### src/hdl/vat_pkg.sv
`timescale 1ns / 1ps
// vat_pkg: shared constants, codes, width helpers, quaternion arithmetic helpers
// and the stage-enable struct for the vector affine transform. No dependencies.

package vat_pkg;

	localparam int DEF_COORD_WIDTH = 32;
	localparam int DEF_COEF_WIDTH  = 16;

	localparam int MODE_W    = 2;
	localparam int CFG_IDX_W = 3;
	localparam int OFFSET_W  = 32;
	localparam int QUAT_W    = 16;
	localparam int QUAT_FRAC = 14;

	// doubled quaternion products and 1.0 - a - b sums
	localparam int QRAW_W = 2 * QUAT_W + 2;
	// quaternion coefficient after truncation to Q.14
	localparam int QC_W   = QRAW_W - QUAT_FRAC;

	localparam logic [MODE_W-1:0] MODE_POINT  = 2'd0;
	localparam logic [MODE_W-1:0] MODE_NORMAL = 2'd1;
	localparam logic [MODE_W-1:0] MODE_QUAT   = 2'd2;

	localparam logic [CFG_IDX_W-1:0] REG_MODE      = 3'd0;
	localparam logic [CFG_IDX_W-1:0] REG_ROW_X     = 3'd1;
	localparam logic [CFG_IDX_W-1:0] REG_ROW_Y     = 3'd2;
	localparam logic [CFG_IDX_W-1:0] REG_ROW_Z     = 3'd3;
	localparam logic [CFG_IDX_W-1:0] REG_OFFSET_XY = 3'd4;
	localparam logic [CFG_IDX_W-1:0] REG_OFFSET_Z  = 3'd5;
	localparam logic [CFG_IDX_W-1:0] REG_QUAT      = 3'd6;

	typedef struct packed {
		logic en_s1;
		logic en_s2;
		logic en_s3;
		logic en_s4;
		logic en_s5;
	} vat_ctl_t;

	function automatic int coef_mul_w(input int kw);
		return (kw > QC_W) ? kw : QC_W;
	endfunction

	function automatic int acc_w(input int cw, input int kw);
		int pw;
		int tw;
		pw = cw + coef_mul_w(kw);
		tw = OFFSET_W + kw - 4;
		return ((pw > tw) ? pw : tw) + 2;
	endfunction

	function automatic int cfg_dw(input int kw);
		return (3 * kw > 4 * QUAT_W) ? 3 * kw : 4 * QUAT_W;
	endfunction

	function automatic logic signed [QRAW_W-1:0] dbl_ext(
		input logic signed [2*QUAT_W-1:0] p
	);
		return {{(QRAW_W - 2 * QUAT_W - 1){p[2*QUAT_W-1]}}, p, 1'b0};
	endfunction

	function automatic logic signed [QC_W-1:0] quat_trunc(
		input logic signed [QRAW_W-1:0] raw
	);
		logic signed [QRAW_W-1:0] bias;
		logic signed [QRAW_W-1:0] sum;
		bias = raw[QRAW_W-1] ? QRAW_W'((1 << QUAT_FRAC) - 1) : QRAW_W'(0);
		sum  = raw + bias;
		return sum[QRAW_W-1:QUAT_FRAC];
	endfunction

endpackage

### src/hdl/vat_sat.sv
`timescale 1ns / 1ps
// vat_sat: stage 5, the output register. Clamps each component to the
// coordinate range and flags any clamp. Depends on vat_pkg.

module vat_sat #(
	parameter int COORD_WIDTH = vat_pkg::DEF_COORD_WIDTH,
	parameter int COEF_WIDTH  = vat_pkg::DEF_COEF_WIDTH
) (
	input  logic                                                    clk,
	input  vat_pkg::vat_ctl_t                                       ctl,
	input  logic signed [vat_pkg::acc_w(COORD_WIDTH, COEF_WIDTH)-1:0] res_s4 [3],
	input  logic                                                    last_s4,
	output logic signed [COORD_WIDTH-1:0]                           x_s5,
	output logic signed [COORD_WIDTH-1:0]                           y_s5,
	output logic signed [COORD_WIDTH-1:0]                           z_s5,
	output logic                                                    last_s5,
	output logic                                                    sat_s5
);
	import vat_pkg::*;

	localparam int ACCW = acc_w(COORD_WIDTH, COEF_WIDTH);

	logic [ACCW-COORD_WIDTH:0]     top_bits [3];
	logic [2:0]                    ovf;
	logic signed [COORD_WIDTH-1:0] clamped [3];

	always_comb begin
		for (int r = 0; r < 3; r++) begin
			top_bits[r] = res_s4[r][ACCW-1:COORD_WIDTH-1];
			ovf[r]      = !((&top_bits[r]) || !(|top_bits[r]));
			if (ovf[r]) begin
				clamped[r] = {res_s4[r][ACCW-1], {(COORD_WIDTH-1){~res_s4[r][ACCW-1]}}};
			end else begin
				clamped[r] = res_s4[r][COORD_WIDTH-1:0];
			end
		end
	end

	always_ff @(posedge clk) begin
		if (ctl.en_s5) begin
			x_s5    <= clamped[0];
			y_s5    <= clamped[1];
			z_s5    <= clamped[2];
			last_s5 <= last_s4;
			sat_s5  <= |ovf;
		end
	end

endmodule

### config.mk
export PLATFORM = sky130hd
export DESIGN_NAME = vat_sat
export DESIGN_NICKNAME = d
export VERILOG_FILES = /design/src/hdl/vat_pkg.sv /design/src/hdl/vat_sat.sv
export SDC_FILE = /design/constraint.sdc
export NUM_CORES = 1
export LEC_CHECK = 0
export BUFFER_PORTS_ARGS = -buffer_cell sky130_fd_sc_hd__buf_4
export CAP_MARGIN = 20
export CORE_AREA = 2 2 104 106
export CTS_BUF_LIST = sky130_fd_sc_hd__clkbuf_2
export DETAILED_ROUTE_END_ITERATION = 8
export DIE_AREA = 0 0 106 108
export GPL_TIMING_DRIVEN = 0
export PLACE_DENSITY_LB_ADDON = 0.1
export SLEW_MARGIN = 25
export SYNTH_ARGS = -nofsm -noshare
export SYNTH_HDL_FRONTEND = slang
export SYNTH_SLANG_ARGS = --single-unit
### constraint.sdc
create_clock -name clk -period 1.9 [get_ports clk]
set_input_delay 0 -clock clk [delete_from_list [all_inputs] [get_ports clk]]
set_output_delay 0 -clock clk [all_outputs]
set_load 0.01 [all_outputs]
## After elaboration in Yosys (flattened, before gate mapping)

Cells that the tools add are included.

- Register bits after elaboration: 98
- Word-level logic and storage cells: 27
- Output and inout bits: 98
- Input port bits: 169

- Bitwise logic cells: 3
- Muxes and demuxes: 3
- Reduce and logical (&&, ||, !) cells: 16

Operators with widths:

| kind | count |
|---|---|
| $mux 32 | 3 |
| $reduce_and 23->1 | 3 |
| $reduce_or 23->1 | 3 |
| $logic_not 1->1 | 6 |
| $logic_or 1x1->1 | 3 |
| $not 1->1 | 3 |
| $reduce_or 3->1 | 1 |

## Depth between registers and ports, before layout

- Depth in word-level cells: 5
- Mapped depth: 5
- Gate-level depth less buffers: 4

## Least setup slack after synthesis

No wires, ideal clock.

- Kind: input-to-reg
- From: in res_s4[161] (netlist bit)
- To: reg sat_s5, data pin
- Path slack: 0.449 ns
- Setup time: 0.265 ns
- Required time: 1.635 ns
- Buffers on the path: 0
- Cell stages on the path: 4
- Arrival: 1.185 ns
- Path through: nand4_1 > or4_1 > o22a_2 > or3_1

- Longest elaborated chain between the ends: 5
- Elaborated cells on any way between the ends: 6
- Classes of those cells: reduce/logical: 6

RTL lines:

| item | line | text |
|---|---|---|
| start, declared | vat_sat.sv:11 | `input logic signed [vat_pkg::acc_w(COORD_WIDTH, COEF_WIDTH)-1:0] res_s4 [3],` |
| $reduce_or 23->1 | vat_sat.sv:30 | `ovf[r] = !((&top_bits[r]) \|\| !(\|top_bits[r]));` |
| $logic_not 1->1 | vat_sat.sv:30 |  |
| $logic_or 1x1->1 * | vat_sat.sv:30 |  |
| $logic_not 1->1 * | vat_sat.sv:30 |  |
| $reduce_or 3->1 * | vat_sat.sv:45 | `sat_s5 <= \|ovf;` |
| end signal, assigned | vat_sat.sv:45 |  |
| end, declared | vat_sat.sv:17 | `output logic sat_s5` |

Mark *: on every way between the ends. The rest lies on a longest branch, timed or not.
A chain may end at the register's enable or synchronous reset.

==> run_results.csv <==
group,metric,value,unit
pwr,p_clk_frac,0.184,
drt,drc_errors,0,
floorplan,dieWidth,106,um
synthesis,synthDistinctLibCells,17,
pwr,p_seq_frac,0.594,
layout,syn_to_final_growth,75.94,%
critical_path,path_class,"input pin to flip-flop",
pwr,power_density,593.0,mW/mm2
pwr,p_int,0.003319,W
global_route,grt_max_degree,99,
global_route,grt_pass1_wl,19890,um
sta,timing.slew.headroom,0.4092,
sta,hold_violations,0,
drt,vias,4067,
global_route,gr-total-overflow,0,
critical_path,path_depth,7,
synthesis,netlist_area,0.004213,mm2
placed_design,io_buffers,262,
layout,postLayoutCellArea,0.007412,mm2
sta,fin_setup_tns,0,ns
placed_design,gp_congestion,0.8024,
critical_path,crit_arrival,2.06,ns
critical_path,endpoint_kind,"flip-flop",
sta,max_slew.worst_pin.slew,0.8862,ns
synthesis,syn-num-nets,532,
cts,cts_tree,"done",
sta,min_period,1.800,ns
drt,antenna_left,0,
synthesis,ys_warn_count,0,
sta,rsz0062_at_grt,"false",
cts,post-cts-setup-buffer-count,0,
cts,clk_pin_slew_worst_paths,0.23,ns
floorplan,die-area,0.01145,mm2
pwr,switching_share,0.2449,
critical_path,cp_slowest_cell,"or4_1",
drt,wirelength,12960,um
synthesis,syn_area_per_cell,11.61,um2
pwr,pwr-share-comb,0.221,
placed_design,post_dp_cell_area,0.006354,mm2
sta,final.period_utilization,0.9472,
critical_path,crit_family,"buffers and inverters",
cts,cts_made_buffers,9,
global_route,grt_pass1_vias,4221,
layout,finalNonFillerCells,875,
critical_path,crit_fanout,10,
critical_path,path_buf_inv,3,
synthesis,synth_area_leader_cell,"edfxtp_1",
layout,final_nets,903,
sta,slew_violations,0,
critical_path,cp.required,2.16,ns
drt,drtIter0Drc,197,
job,maxCapViolations,0,
drt,vias_per_cell,4.648,
cts,cts_max_level,3,
synthesis,ys_seq_area_frac,0.6985,
global_route,grt_usage,0.2252,
floorplan,start_util,0.4118,
critical_path,crit_path_start_kind,"input pin",
floorplan,ios,267,
cts,postCtsHoldBufs,98,
layout,drive_gt1_frac,0.3930,
cts,ctsRootBufferMaster,"clkbuf_2",
critical_path,crit_chain,"dlygate4sd3_1, buf_4, nand4_1, or4_1, o221ai_1, buf_2, o21ai_0",
cts,cts.sinks,98,
status,outcome,"complete, no violations",
drt,dr.pass1.iters,4,
placed_design,dp_cells,761,
pwr,ir_drop,0.0002983,V
worst_hold_path,hold_class,"input pin to flip-flop",
critical_path,cp-endpoint,"y_s5[29]$_DFFE_PP_",
synthesis,ys_ff_latch,98,
pwr,power_switching,0.001077,W
synthesis,syn_inst,363,
placed_design,place_hpwl,9007,um
synthesis,synthTopCellsByArea,"edfxtp_1 (70%), o21ai_0 (11%), inv_1 (8.6%)",
drt,wl_per_cell,14.81,um
layout,num-fill-cells,740,
critical_path,startpoint,"res_s4[107]",
cts,post_cts_resized,0,
floorplan,coreArea,0.01023,mm2
synthesis,synth_top_area_frac,0.6985,
cts,clk_path_buf_depth,2,
sta,whs,0.06827,ns
floorplan,rows,37,
global_route,antenna_found_initial,0,
pwr,p_leak,3.396,nW
critical_path,max_stage_delay,0.59,ns
sta,fmax,555.7,MHz
floorplan,dieHeight,108,um
sta,setup_viol,0,
## synthesized netlist by cell type
cell           count
o22a_1             2
o221ai_1           3
edfxtp_1          98
dlygate4sd1_1      1
nor4_1            15
buf_2              9
or4_1              3
o22a_2             1
nor3_1             3
nand2_1            3
nand3_1            3
o21ai_0           93
nand4_1           18
inv_1             96
clkbuf_1          11
or2_2              3
or3_1              1
## worst min path at each step
stage	from	to	slack [ns]	depth (start not counted)
CTS	ctl[0]	z_s5[13]$_DFFE_PP_	0.04	1
global route	ctl[0]	x_s5[22]$_DFFE_PP_	0.05	1
detailed placement	last_s4	last_s5$_DFFE_PP_	0.18	1
finish	ctl[0]	z_s5[3]$_DFFE_PP_	0.07	1
floorplan	last_s4	last_s5$_DFFE_PP_	0.1	0
global placement	last_s4	last_s5$_DFFE_PP_	0.18	1
## power groups by stage
stage	Clock [W]	Combinational [W]	Sequential, W
6_report	0.000809	0.000973	0.00261
5_1_grt	0.000921	0.00105	0.00263
4_1_cts	0.000842	0.000973	0.00261
3_5_place_dp	0	0.000806	0.00266
3_3_place_gp	0	0.000792	0.00266
2_1_floorplan	0	0.000102	0.00275
## per-layer routing
metal,wire (um),GRT usage
met5,0,0
met1,4695,0.2379
met3,939,0.05485
met2,6974,0.4226
met4,354,0.1053
## kinds of logic after synthesis
family,Yosys count,synth area share
AO/OA/AOI/OAI,99,0.1233
buffers and inverters,117,0.1081
flip-flops,98,0.6985
AND/OR/NAND/NOR,49,0.07009
## through the flow
stage	utilization	power [W]	worst slack, ns
finish	0.7245	0.004395	0.1004
global route	0.7242	0.004602	0.03632
CTS	0.7242	0.004429	0.2023
detailed placement	0.6210	0.003470	0.06542
global placement	0.6206	0.003449	0.08889
floorplan	-	0.002855	0.4492
## state kept, by name, summed over array words and instances (netlist names)
name	cells
x_s5	32
y_s5	32
last_s5	1
z_s5	32
sat_s5	1
## cell usage in the layout (no fill, tap or decap)
master / synthesis / layout
clkbuf_1: 11 / 11
or3_1: 1 / 1
buf_6: 0 / 1
inv_1: 96 / 96
nand3_1: 3 / 3
o22a_1: 2 / 2
o21ai_0: 93 / 93
nor3_1: 3 / 3
edfxtp_1: 98 / 98
buf_4: 0 / 261
buf_2: 9 / 9
diode_2: 0 / 1
o221ai_1: 3 / 3
o22a_2: 1 / 1
or4_1: 3 / 3
clkinv_2: 0 / 4
nand4_1: 18 / 18
dlygate4sd3_1: 0 / 98
nand2_1: 3 / 3
nor4_1: 15 / 15
clkbuf_2: 0 / 11
dlygate4sd1_1: 1 / 1
or2_2: 3 / 3
## area by class of cell
class / instances / area [um2] / area share
flip-flops and latches: 98 / 2943 / 0.3970
clock inverters: 4 / 20.02 / 0.002701
repair buffers: 360 / 2952 / 0.3982
clock buffers: 11 / 55.05 / 0.007427
plain buffers: 21 / 95.09 / 0.01283
diodes: 1 / 2.502 / 0.0003376
well taps: 136 / 170.2 / 0.02296
multi-input cells: 148 / 814.5 / 0.1099
inverters: 96 / 360.3 / 0.04862
Power figures use the tool's default switching activity.
